## src/design/trms_pkg.sv

```systemverilog
package trms_pkg;

  localparam int unsigned TubeRadiusDef = 256;
  localparam int unsigned RingRadiusDef = 512;

  localparam int unsigned DATA_W  = 16;
  localparam int unsigned CX_W    = 32;
  localparam int unsigned ITER_W  = 5;
  localparam int unsigned D_W     = 17;
  localparam int unsigned T_W     = 18;
  localparam int unsigned PROD_W  = D_W + DATA_W;
  localparam int unsigned STEP_W  = 10;
  localparam int unsigned SHADE_W = 4;
  localparam int unsigned IDX_W   = 3;

  localparam int unsigned T_START     = 512;
  localparam int unsigned T_LIMIT     = 8 * 256;
  localparam int unsigned SHADE_SHIFT = 9;
  localparam int unsigned DIR_FRAC    = 14;
  localparam int unsigned POS_SHIFT   = 5;
  localparam int unsigned SHADE_MISS  = 12;
  localparam int unsigned SHADE_MAX   = 11;
  localparam int unsigned ITER_RESET  = 8;
  localparam int unsigned HIT_DIST    = 2;

  typedef enum logic [IDX_W-1:0] {
    REG_START_X,
    REG_START_Y,
    REG_START_Z,
    REG_LIGHT_X,
    REG_LIGHT_Y,
    REG_LIGHT_Z,
    REG_FIRST_ITER,
    REG_SECOND_ITER
  } trms_reg_e;

  typedef enum logic [1:0] {
    AXIS_X,
    AXIS_Y,
    AXIS_Z
  } trms_axis_e;

  typedef enum logic [3:0] {
    ST_IDLE,
    ST_LOAD1,
    ST_ITER1,
    ST_LOAD2,
    ST_ITER2,
    ST_EVAL,
    ST_MUL_X,
    ST_MUL_Y,
    ST_MUL_Z,
    ST_EMIT
  } trms_state_e;

  typedef struct packed {
    logic       start;
    logic       load1;
    logic       load2;
    logic       iter;
    logic       eval;
    logic       adv;
    trms_axis_e axis;
    logic       emit;
  } trms_cmd_t;

  typedef struct packed {
    logic iter_done;
    logic hit;
    logic miss;
  } trms_sts_t;

endpackage

```

## src/design/trms_ctrl.sv

```systemverilog
module trms_ctrl
  import trms_pkg::*;
(
  input  logic      clk_i,
  input  logic      rst_ni,
  input  logic      s_valid_i,
  output logic      s_ready_o,
  output logic      m_valid_o,
  input  logic      m_ready_i,
  input  trms_sts_t sts_i,
  output trms_cmd_t cmd_o
);

  trms_state_e state_q, state_d;
  logic        m_valid_q, m_valid_d;

  always_ff @(posedge clk_i or negedge rst_ni) begin
    if (!rst_ni) begin
      state_q   <= ST_IDLE;
      m_valid_q <= 1'b0;
    end else begin
      state_q   <= state_d;
      m_valid_q <= m_valid_d;
    end
  end

  always_comb begin
    state_d    = state_q;
    cmd_o      = '0;
    cmd_o.axis = AXIS_X;
    s_ready_o  = 1'b0;
    unique case (state_q)
      ST_IDLE: begin
        s_ready_o = 1'b1;
        if (s_valid_i) begin
          cmd_o.start = 1'b1;
          state_d     = ST_LOAD1;
        end
      end
      ST_LOAD1: begin
        cmd_o.load1 = 1'b1;
        state_d     = ST_ITER1;
      end
      ST_ITER1: begin
        if (sts_i.iter_done) begin
          state_d = ST_LOAD2;
        end else begin
          cmd_o.iter = 1'b1;
        end
      end
      ST_LOAD2: begin
        cmd_o.load2 = 1'b1;
        state_d     = ST_ITER2;
      end
      ST_ITER2: begin
        if (sts_i.iter_done) begin
          state_d = ST_EVAL;
        end else begin
          cmd_o.iter = 1'b1;
        end
      end
      ST_EVAL: begin
        cmd_o.eval = 1'b1;
        if (sts_i.hit || sts_i.miss) begin
          state_d = ST_EMIT;
        end else begin
          state_d = ST_MUL_X;
        end
      end
      ST_MUL_X: begin
        cmd_o.adv  = 1'b1;
        cmd_o.axis = AXIS_X;
        state_d    = ST_MUL_Y;
      end
      ST_MUL_Y: begin
        cmd_o.adv  = 1'b1;
        cmd_o.axis = AXIS_Y;
        state_d    = ST_MUL_Z;
      end
      ST_MUL_Z: begin
        cmd_o.adv  = 1'b1;
        cmd_o.axis = AXIS_Z;
        state_d    = ST_LOAD1;
      end
      ST_EMIT: begin
        if (!m_valid_q || m_ready_i) begin
          cmd_o.emit = 1'b1;
          state_d    = ST_IDLE;
        end
      end
      default: state_d = ST_IDLE;
    endcase
  end

  always_comb begin
    m_valid_d = m_valid_q;
    if (cmd_o.emit) begin
      m_valid_d = 1'b1;
    end else if (m_ready_i) begin
      m_valid_d = 1'b0;
    end
  end

  assign m_valid_o = m_valid_q;

endmodule

```

## src/design/trms_dpath.sv

```systemverilog
module trms_dpath
  import trms_pkg::*;
#(
  parameter int unsigned TUBE_RADIUS = TubeRadiusDef,
  parameter int unsigned RING_RADIUS = RingRadiusDef
) (
  input  logic               clk_i,
  input  logic               rst_ni,
  input  logic               cfg_we_i,
  input  logic [IDX_W-1:0]   cfg_idx_i,
  input  logic [DATA_W-1:0]  cfg_data_i,
  input  logic [3*DATA_W-1:0] dir_i,
  input  trms_cmd_t          cmd_i,
  output trms_sts_t          sts_o,
  output logic [SHADE_W-1:0] shade_o,
  output logic [STEP_W-1:0]  steps_o
);

  // configuration
  logic signed [DATA_W-1:0] start_x_q, start_y_q, start_z_q;
  logic signed [DATA_W-1:0] light_x_q, light_y_q, light_z_q;
  logic [ITER_W-1:0]        n1_q, n2_q;

  always_ff @(posedge clk_i or negedge rst_ni) begin
    if (!rst_ni) begin
      start_x_q <= '0;
      start_y_q <= '0;
      start_z_q <= '0;
      light_x_q <= '0;
      light_y_q <= '0;
      light_z_q <= '0;
      n1_q      <= ITER_W'(ITER_RESET);
      n2_q      <= ITER_W'(ITER_RESET);
    end else if (cfg_we_i) begin
      unique case (trms_reg_e'(cfg_idx_i))
        REG_START_X:     start_x_q <= cfg_data_i;
        REG_START_Y:     start_y_q <= cfg_data_i;
        REG_START_Z:     start_z_q <= cfg_data_i;
        REG_LIGHT_X:     light_x_q <= cfg_data_i;
        REG_LIGHT_Y:     light_y_q <= cfg_data_i;
        REG_LIGHT_Z:     light_z_q <= cfg_data_i;
        REG_FIRST_ITER:  n1_q      <= cfg_data_i[ITER_W-1:0];
        REG_SECOND_ITER: n2_q      <= cfg_data_i[ITER_W-1:0];
        default: ;
      endcase
    end
  end

  // ray state
  logic signed [DATA_W-1:0] dir_q [3];
  logic signed [DATA_W-1:0] pos_q [3];
  logic signed [T_W-1:0]    t_q;
  logic signed [D_W-1:0]    d_q;
  logic [STEP_W-1:0]        steps_q;
  logic [SHADE_W-1:0]       shade_q;
  logic [SHADE_W-1:0]       shade_out_q;
  logic [STEP_W-1:0]        steps_out_q;

  // cordic unit
  logic signed [DATA_W-1:0] x_q, y_q, cy_q;
  logic signed [CX_W-1:0]   cx_q;
  logic [ITER_W-1:0]        k_q, n_q;

  logic signed [DATA_W-1:0] xs, ys, cys;
  logic signed [CX_W-1:0]   cxs, cys_ext;
  logic signed [DATA_W-1:0] x_sc, c_sc, d1;
  logic signed [CX_W-1:0]   cx_sc;
  logic signed [DATA_W-1:0] ld_a, ld_b, ld_ca, ld_cb;
  logic signed [CX_W-1:0]   ld_ca_ext;
  logic signed [D_W-1:0]    d_full;
  logic signed [T_W-1:0]    t_new;
  logic signed [DATA_W-1:0] lz_n;
  logic [SHADE_W-1:0]       shade_lit;
  logic signed [DATA_W-1:0] dir_sel;
  logic signed [PROD_W-1:0] prod;
  logic [1:0]               ax;

  assign xs      = x_q >>> k_q;
  assign ys      = y_q >>> k_q;
  assign cxs     = cx_q >>> k_q;
  assign cys     = cy_q >>> k_q;
  assign cys_ext = {{(CX_W-DATA_W){cys[DATA_W-1]}}, cys};

  assign x_sc  = (x_q >>> 1) + (x_q >>> 3);
  assign cx_sc = (cx_q >>> 1) + (cx_q >>> 3);
  assign c_sc  = cx_sc[DATA_W-1:0];
  assign d1    = x_sc - DATA_W'(RING_RADIUS);

  // the second pass measures the tube; the first feeds it the ring-plane distance
  always_comb begin
    if (cmd_i.load1) begin
      ld_a  = pos_q[0];
      ld_b  = pos_q[1];
      ld_ca = light_x_q;
      ld_cb = light_y_q;
    end else begin
      ld_a  = pos_q[2];
      ld_b  = d1;
      ld_ca = light_z_q;
      ld_cb = c_sc;
    end
  end
  assign ld_ca_ext = {{(CX_W-DATA_W){ld_ca[DATA_W-1]}}, ld_ca};

  always_ff @(posedge clk_i) begin
    if (cmd_i.load1 || cmd_i.load2) begin
      x_q  <= ld_a[DATA_W-1] ? -ld_a : ld_a;
      cx_q <= ld_a[DATA_W-1] ? -ld_ca_ext : ld_ca_ext;
      y_q  <= ld_b;
      cy_q <= ld_cb;
      k_q  <= '0;
      n_q  <= cmd_i.load1 ? n1_q : n2_q;
    end else if (cmd_i.iter) begin
      if (y_q[DATA_W-1]) begin
        x_q  <= x_q - ys;
        y_q  <= y_q + xs;
        cx_q <= cx_q - cys_ext;
        cy_q <= cy_q + cxs[DATA_W-1:0];
      end else begin
        x_q  <= x_q + ys;
        y_q  <= y_q - xs;
        cx_q <= cx_q + cys_ext;
        cy_q <= cy_q - cxs[DATA_W-1:0];
      end
      k_q <= k_q + 1'b1;
    end
  end

  // march decision
  assign d_full = {x_sc[DATA_W-1], x_sc} - D_W'(TUBE_RADIUS);
  assign t_new  = t_q + {{(T_W-D_W){d_full[D_W-1]}}, d_full};
  assign lz_n   = c_sc >>> SHADE_SHIFT;

  always_comb begin
    if (lz_n <= 0) begin
      shade_lit = '0;
    end else if (lz_n > DATA_W'(SHADE_MAX)) begin
      shade_lit = SHADE_W'(SHADE_MAX);
    end else begin
      shade_lit = lz_n[SHADE_W-1:0];
    end
  end

  assign sts_o.iter_done = (k_q == n_q);
  assign sts_o.miss      = t_new > $signed(T_W'(T_LIMIT));
  assign sts_o.hit       = d_full < $signed(D_W'(HIT_DIST));

  // position advance, one axis per cycle
  assign ax      = cmd_i.axis;
  assign dir_sel = dir_q[ax];
  assign prod    = d_q * dir_sel;

  always_ff @(posedge clk_i) begin
    if (cmd_i.start) begin
      for (int i = 0; i < 3; i++) begin
        dir_q[i] <= dir_i[i*DATA_W +: DATA_W];
      end
      pos_q[0] <= start_x_q + ($signed(dir_i[0 +: DATA_W]) >>> POS_SHIFT);
      pos_q[1] <= start_y_q + ($signed(dir_i[DATA_W +: DATA_W]) >>> POS_SHIFT);
      pos_q[2] <= start_z_q + ($signed(dir_i[2*DATA_W +: DATA_W]) >>> POS_SHIFT);
      t_q      <= T_W'(T_START);
      steps_q  <= '0;
    end else begin
      if (cmd_i.eval) begin
        t_q     <= t_new;
        d_q     <= d_full;
        shade_q <= sts_o.miss ? SHADE_W'(SHADE_MISS) : shade_lit;
      end
      if (cmd_i.adv) begin
        pos_q[ax] <= pos_q[ax] + prod[DIR_FRAC +: DATA_W];
        if (cmd_i.axis == AXIS_Z && steps_q != '1) begin
          steps_q <= steps_q + 1'b1;
        end
      end
    end
  end

  always_ff @(posedge clk_i) begin
    if (cmd_i.emit) begin
      shade_out_q <= shade_q;
      steps_out_q <= steps_q;
    end
  end

  assign shade_o = shade_out_q;
  assign steps_o = steps_out_q;

endmodule

```

## src/design/torus_ray_march_shader_top.sv

```systemverilog
// Sphere-traces one pixel ray against a fixed-point torus centered at the origin and
// returns a shade index (0..11 on a hit, 12 on a miss) and the number of march steps.
// Registers: 0..2 ray origin x/y/z, 3..5 light vector x/y/z, 6 and 7 the CORDIC
// iteration counts n1 and n2 (reset 8). One shared CORDIC unit runs one iteration per
// cycle. Each march step loads and iterates the ring-plane pass, then the tube pass,
// then evaluates; a step that continues advances the x, y and z positions one axis at
// a time, and the final step hands the result to the output register. Rays are handled
// one at a time; the next ray is taken while the previous result waits in the output
// register.
module torus_ray_march_shader_top
  import trms_pkg::*;
#(
  parameter int unsigned TUBE_RADIUS = TubeRadiusDef,
  parameter int unsigned RING_RADIUS = RingRadiusDef
) (
  input  logic                clk_i,
  input  logic                rst_ni,
  input  logic                cfg_we_i,
  input  logic [IDX_W-1:0]    cfg_idx_i,
  input  logic [DATA_W-1:0]   cfg_data_i,
  input  logic                s_axis_tvalid,
  output logic                s_axis_tready,
  input  logic [3*DATA_W-1:0] s_axis_tdata,   // dir_x, dir_y, dir_z
  output logic                m_axis_tvalid,
  input  logic                m_axis_tready,
  output logic [15:0]         m_axis_tdata    // shade, march_steps, zero pad
);

  trms_cmd_t          cmd;
  trms_sts_t          sts;
  logic [SHADE_W-1:0] shade;
  logic [STEP_W-1:0]  steps;

  trms_ctrl u_ctrl (
    .clk_i     (clk_i),
    .rst_ni    (rst_ni),
    .s_valid_i (s_axis_tvalid),
    .s_ready_o (s_axis_tready),
    .m_valid_o (m_axis_tvalid),
    .m_ready_i (m_axis_tready),
    .sts_i     (sts),
    .cmd_o     (cmd)
  );

  trms_dpath #(
    .TUBE_RADIUS (TUBE_RADIUS),
    .RING_RADIUS (RING_RADIUS)
  ) u_dpath (
    .clk_i      (clk_i),
    .rst_ni     (rst_ni),
    .cfg_we_i   (cfg_we_i),
    .cfg_idx_i  (cfg_idx_i),
    .cfg_data_i (cfg_data_i),
    .dir_i      (s_axis_tdata),
    .cmd_i      (cmd),
    .sts_o      (sts),
    .shade_o    (shade),
    .steps_o    (steps)
  );

  assign m_axis_tdata = {2'b00, steps, shade};

endmodule

```

## config.mk

```make
export PLATFORM = sky130hd
export DESIGN_NAME = torus_ray_march_shader_top
export DESIGN_NICKNAME = d
export VERILOG_FILES = /design/src/design/trms_pkg.sv /design/src/design/trms_ctrl.sv /design/src/design/trms_dpath.sv /design/src/design/torus_ray_march_shader_top.sv
export SDC_FILE = /design/constraint.sdc
export NUM_CORES = 2
export LEC_CHECK = 0
export BUFFER_PORTS_ARGS = -buffer_cell sky130_fd_sc_hd__buf_2
export CAP_MARGIN = 15
export CELL_PAD_IN_SITES_DETAIL_PLACEMENT = 1
export CELL_PAD_IN_SITES_GLOBAL_PLACEMENT = 1
export CORE_ASPECT_RATIO = 1.5
export CORE_UTILIZATION = 56
export DETAILED_ROUTE_END_ITERATION = 12
export PLACE_DENSITY_LB_ADDON = 0.12
export RECOVER_POWER = 100
export SLEW_MARGIN = 10
export SYNTH_ARGS = -nofsm -noshare
export SYNTH_HDL_FRONTEND = slang
export SYNTH_HIERARCHICAL = 1
export SYNTH_SLANG_ARGS = --single-unit
```

## constraint.sdc

```tcl
create_clock -name clk_i -period 24.5 [get_ports clk_i]
set_clock_uncertainty 0.1 [all_clocks]
set_input_delay 0 -clock clk_i [delete_from_list [all_inputs] [get_ports clk_i]]
set_output_delay 0 -clock clk_i [all_outputs]
set_load 0.005 [all_outputs]
```

==> qor.tcl <==
set qor(mostFrequentLayoutCell) {inv_1}
set qor(slew_violations) 681
set qor(initial_core_util_pct) 56.7
set qor(grt_setup_unrepaired) {false}
set qor(criticalPathCategory) {reg2reg}
set qor(htreeDepth) 2
set qor(worstMarginPinSlew_ns) 6.26
set qor(critPathLaunchType) {register}
set qor(synthXorXnorAreaFrac_pct) 5.96
set qor(place.port_buffers) 87
set qor(grtUsageMet1_pct) 39.4
set qor(fp-row-count) 119
set qor(most-common-layout-cells) {384 x inv_1, 366 x nand2_1, 271 x ha_1}
set qor(synthAdderAreaFrac_pct) 21.7
set qor(worstPathRequired_ns) 24.70
set qor(die_area_um2) 72300
set qor(worst-r2r-setup-slack_ns) 11.24
set qor(reg2regPathDepth) 38
set qor(fin_tns_setup_ns) 0
set qor(grt_use_met2_pct) 71.6
set qor(cts.repair.resized) 0
set qor(critical_path.startpoint) {u_ctrl/state_q[2]}
set qor(ctsLongestPathBuffers) 3
set qor(grtUsageTotal_pct) 39.9
set qor(timing.fmax_mhz) 75.4
set qor(timing.critical_path.fanout_max) 37
set qor(place.detailed.hpwl_um) 103000
set qor(post_route_cells_drive_above_1_share_pct) 9.67
set qor(met3_usage_pct) 5.81
set qor(worst_slack_at_placement_ns) 13.96
set qor(synth_area_leaders) {edfxtp_1 17%, fa_1 13%, ha_1 8.5%}
set qor(clkTransAtPathRegs_ns) 0.08
set qor(cell_accounting_for_the_most_synthesized_area) {edfxtp_1}
set qor(crit_path_top_delay_cell) {clkbuf_1}
set qor(die_w_um) 220
set qor(routed_wire_length_per_instance_um) 27.5
set qor(busiest_layer) {met2}
set qor(tritoncts.num_buffers) 42
set qor(final_net_count) 4801
set qor(drc) 24
set qor(setup_viol_count_final) 0
set qor(synthCells) 4095
set qor(layoutNonFillerInstCount) 5139
set qor(period_minus_slack_ns) 13.26
set qor(pin_count_of_the_biggest_net_entering_global_routing) 100
set qor(hp-class) {in2reg}
set qor(synth-compound-area-share_pct) 13.4
set qor(worstSetupEndpointType) {register}
set qor(grt-ovfl-total) 0
set qor(routabilityCongestion) 0.928
set qor(placedCellCount) 4971
set qor(violations) {design-rule violations, max-capacitance violations, max-slew violations}
set qor(synth_ff_type) {edfxtp_1}
set qor(grt_pass1_vias) 37676
set qor(synth-warning-count) 6
set qor(io-pin-count) 90
set qor(grt_first_pass_wirelength_um) 216000
set qor(ctsRootBufferMaster) {clkbuf_16}
set qor(tritoncts) {yes}
set qor(async_reset_ff_share_pct) 29.5
set qor(postRouteWirelength_um) 141000
set qor(drt-pass1-iter-count) 10
set qor(syn2layout_area_growth_pct) 8.31
set qor(post_synth_instance_area_um2) 39900
set qor(core_um2) 70300
set qor(delay_contributed_by_the_slowest_stage_of_the_critical_path_ns) 2.35
set qor(yosys-mux-area-fraction_pct) 13.0
set qor(antenna_found_initial) 3
set qor(synthDistinctLibCells) 100
set qor(outcome) {finished, violations left}
set qor(fin_crit_sh_pct) 54.1
set qor(critical_path.reg2reg.startpoint) {u_ctrl/state_q[2]}
set qor(critPathMostFrequentCell) {fa_1}
set qor(max-cap-violations) 18
set qor(synth_enable_flop_cells) 232
set qor(synth-simple-area-share_pct) 13.9
set qor(setup_slack_ns) 11.24
set qor(die_y_um) 329
set qor(worstReg2RegEnd) {u_dpath/pos_q[1][15]}
set qor(dr_total_vias) 33587
set qor(netlist.area_leader.share_pct) 17.5
set qor(syn_area_per_cell_um2) 9.73
set qor(drtAntennaViolNets) 0
set qor(drtIter0Drc) 2111
set qor(routed_via_density) 6.54
set qor(cts.sinks) 376
set qor(synth_top_family_by_area) {adder cells}
set qor(hold_viol_final) 0
set qor(worst_skew_pair.late_latency_ns) 0.62
set qor(endpoint) {u_dpath/pos_q[1][15]}
set qor(yosysSeqAreaShare_pct) 26.1
set qor(slew_headroom_pct) -318
set qor(synth_seq_cells) 376
set qor(timing.critical_path.arrival_ns) 13.47
[metal layers]
layer	up-vias	part of all wire [%]	routed length (um)
li1	14635	-	-
met1	16983	33	47200
met2	1290	52	73200
met3	679	4.5	6360
met4	0	10	14500
met5	-	0	0
[state kept, by name, indices dropped and copies added, names as in the netlist, 17 cells and up]
register	cells
u_dpath/cx_q	32
u_dpath/d_q	17
u_dpath/pos_q	64
u_dpath/dir_q	48
u_dpath/t_q	18
[cell type report]
class | count | area (um2)
antenna | 4 | 10.0
inverter | 391 | 1470
fill | 7897 | 27100
timing repair buffer | 231 | 1600
tap | 907 | 1130
clock buffer | 52 | 1150
clock inverter | 25 | 283
sequential | 376 | 10400
multi-input combinational | 3153 | 27100
[critical path, delay by kind of cell, from the launching register on]
family,cells,cell delay [ns]
xor+xnor,3,0.75
compound gates,10,2.25
simple gates,9,1.63
buf+inv,6,3.32
fa+ha+maj,8,3.62
mux,2,0.53
flops,1,0.64
[through the flow]
stage               utilization (%)  hold slack (ns)  area (um2)
global placement               58.4          -0.0352       41100
CTS                            61.7          0.00266       43400
detailed placement             58.4          -0.0272       41100
floorplan                         -           -0.396       39900
finish                         61.4          0.00659       43200
global route                   61.4           0.0129       43200
[cell usage after synthesis (14+ instances only)]
| library cell | instances |
|---|---|
| a21o_1 | 52 |
| o21a_1 | 47 |
| inv_1 | 384 |
| xor2_1 | 111 |
| and2_1 | 96 |
| buf_2 | 14 |
| dfxtp_1 | 33 |
| a211oi_1 | 45 |
| and3_1 | 23 |
| nor3_1 | 74 |
| clkbuf_1 | 114 |
| xnor2_1 | 155 |
| nand2b_1 | 46 |
| mux2_2 | 150 |
| o21ai_0 | 194 |
| a31oi_1 | 31 |
| ha_1 | 271 |
| mux4_1 | 21 |
| edfxtp_1 | 232 |
| o211ai_1 | 24 |
| or2_2 | 30 |
| or3_1 | 39 |
| a21oi_1 | 235 |
| nor2_1 | 265 |
| o31ai_1 | 25 |
| dfrtp_1 | 109 |
| buf_4 | 18 |
| nand2_1 | 366 |
| nor2b_1 | 65 |
| nand3_1 | 60 |
| o21bai_1 | 18 |
| mux2i_1 | 136 |
| buf_6 | 14 |
| mux4_2 | 69 |
| fa_1 | 263 |
| a211o_1 | 16 |
[repair_timing]
action	CTS	global route
endpoints found under the hold margin	248	0
hold buffers	87	0
buffers inserted	0	0
[how the worst min path moves through the flow]
stage	start	endpoint	slack, ns	cells after the start
floorplan	rst_ni	u_ctrl/m_valid_o	-0.40	0
global placement	rst_ni	u_dpath/start_x_q[9]	-0.04	1
detailed placement	rst_ni	u_dpath/start_x_q[12]	-0.03	1
CTS	s_axis_tdata[2]	u_dpath/dir_q[0][2]	0.003	2
global route	s_axis_tdata[33]	u_dpath/dir_q[2][1]	0.01	2
finish	s_axis_tdata[33]	u_dpath/dir_q[2][1]	0.007	2
[logic make-up (layout without fill, tap and decap cells)]
kind of cell | after synthesis | count (layout)
xor gates and xnor gates | 268 | 268
other | 1 | 6
adders and majority gates | 534 | 534
and+or+nand+nor | 1137 | 1137
DFF | 376 | 376
AOI/OAI and AO/OA | 835 | 835
buffers and inverters | 567 | 699
muxes | 377 | 377
Power is left out: the tool's default activity adds up to more than one toggle a clock period on the data nets, which glitch-free logic cannot reach.
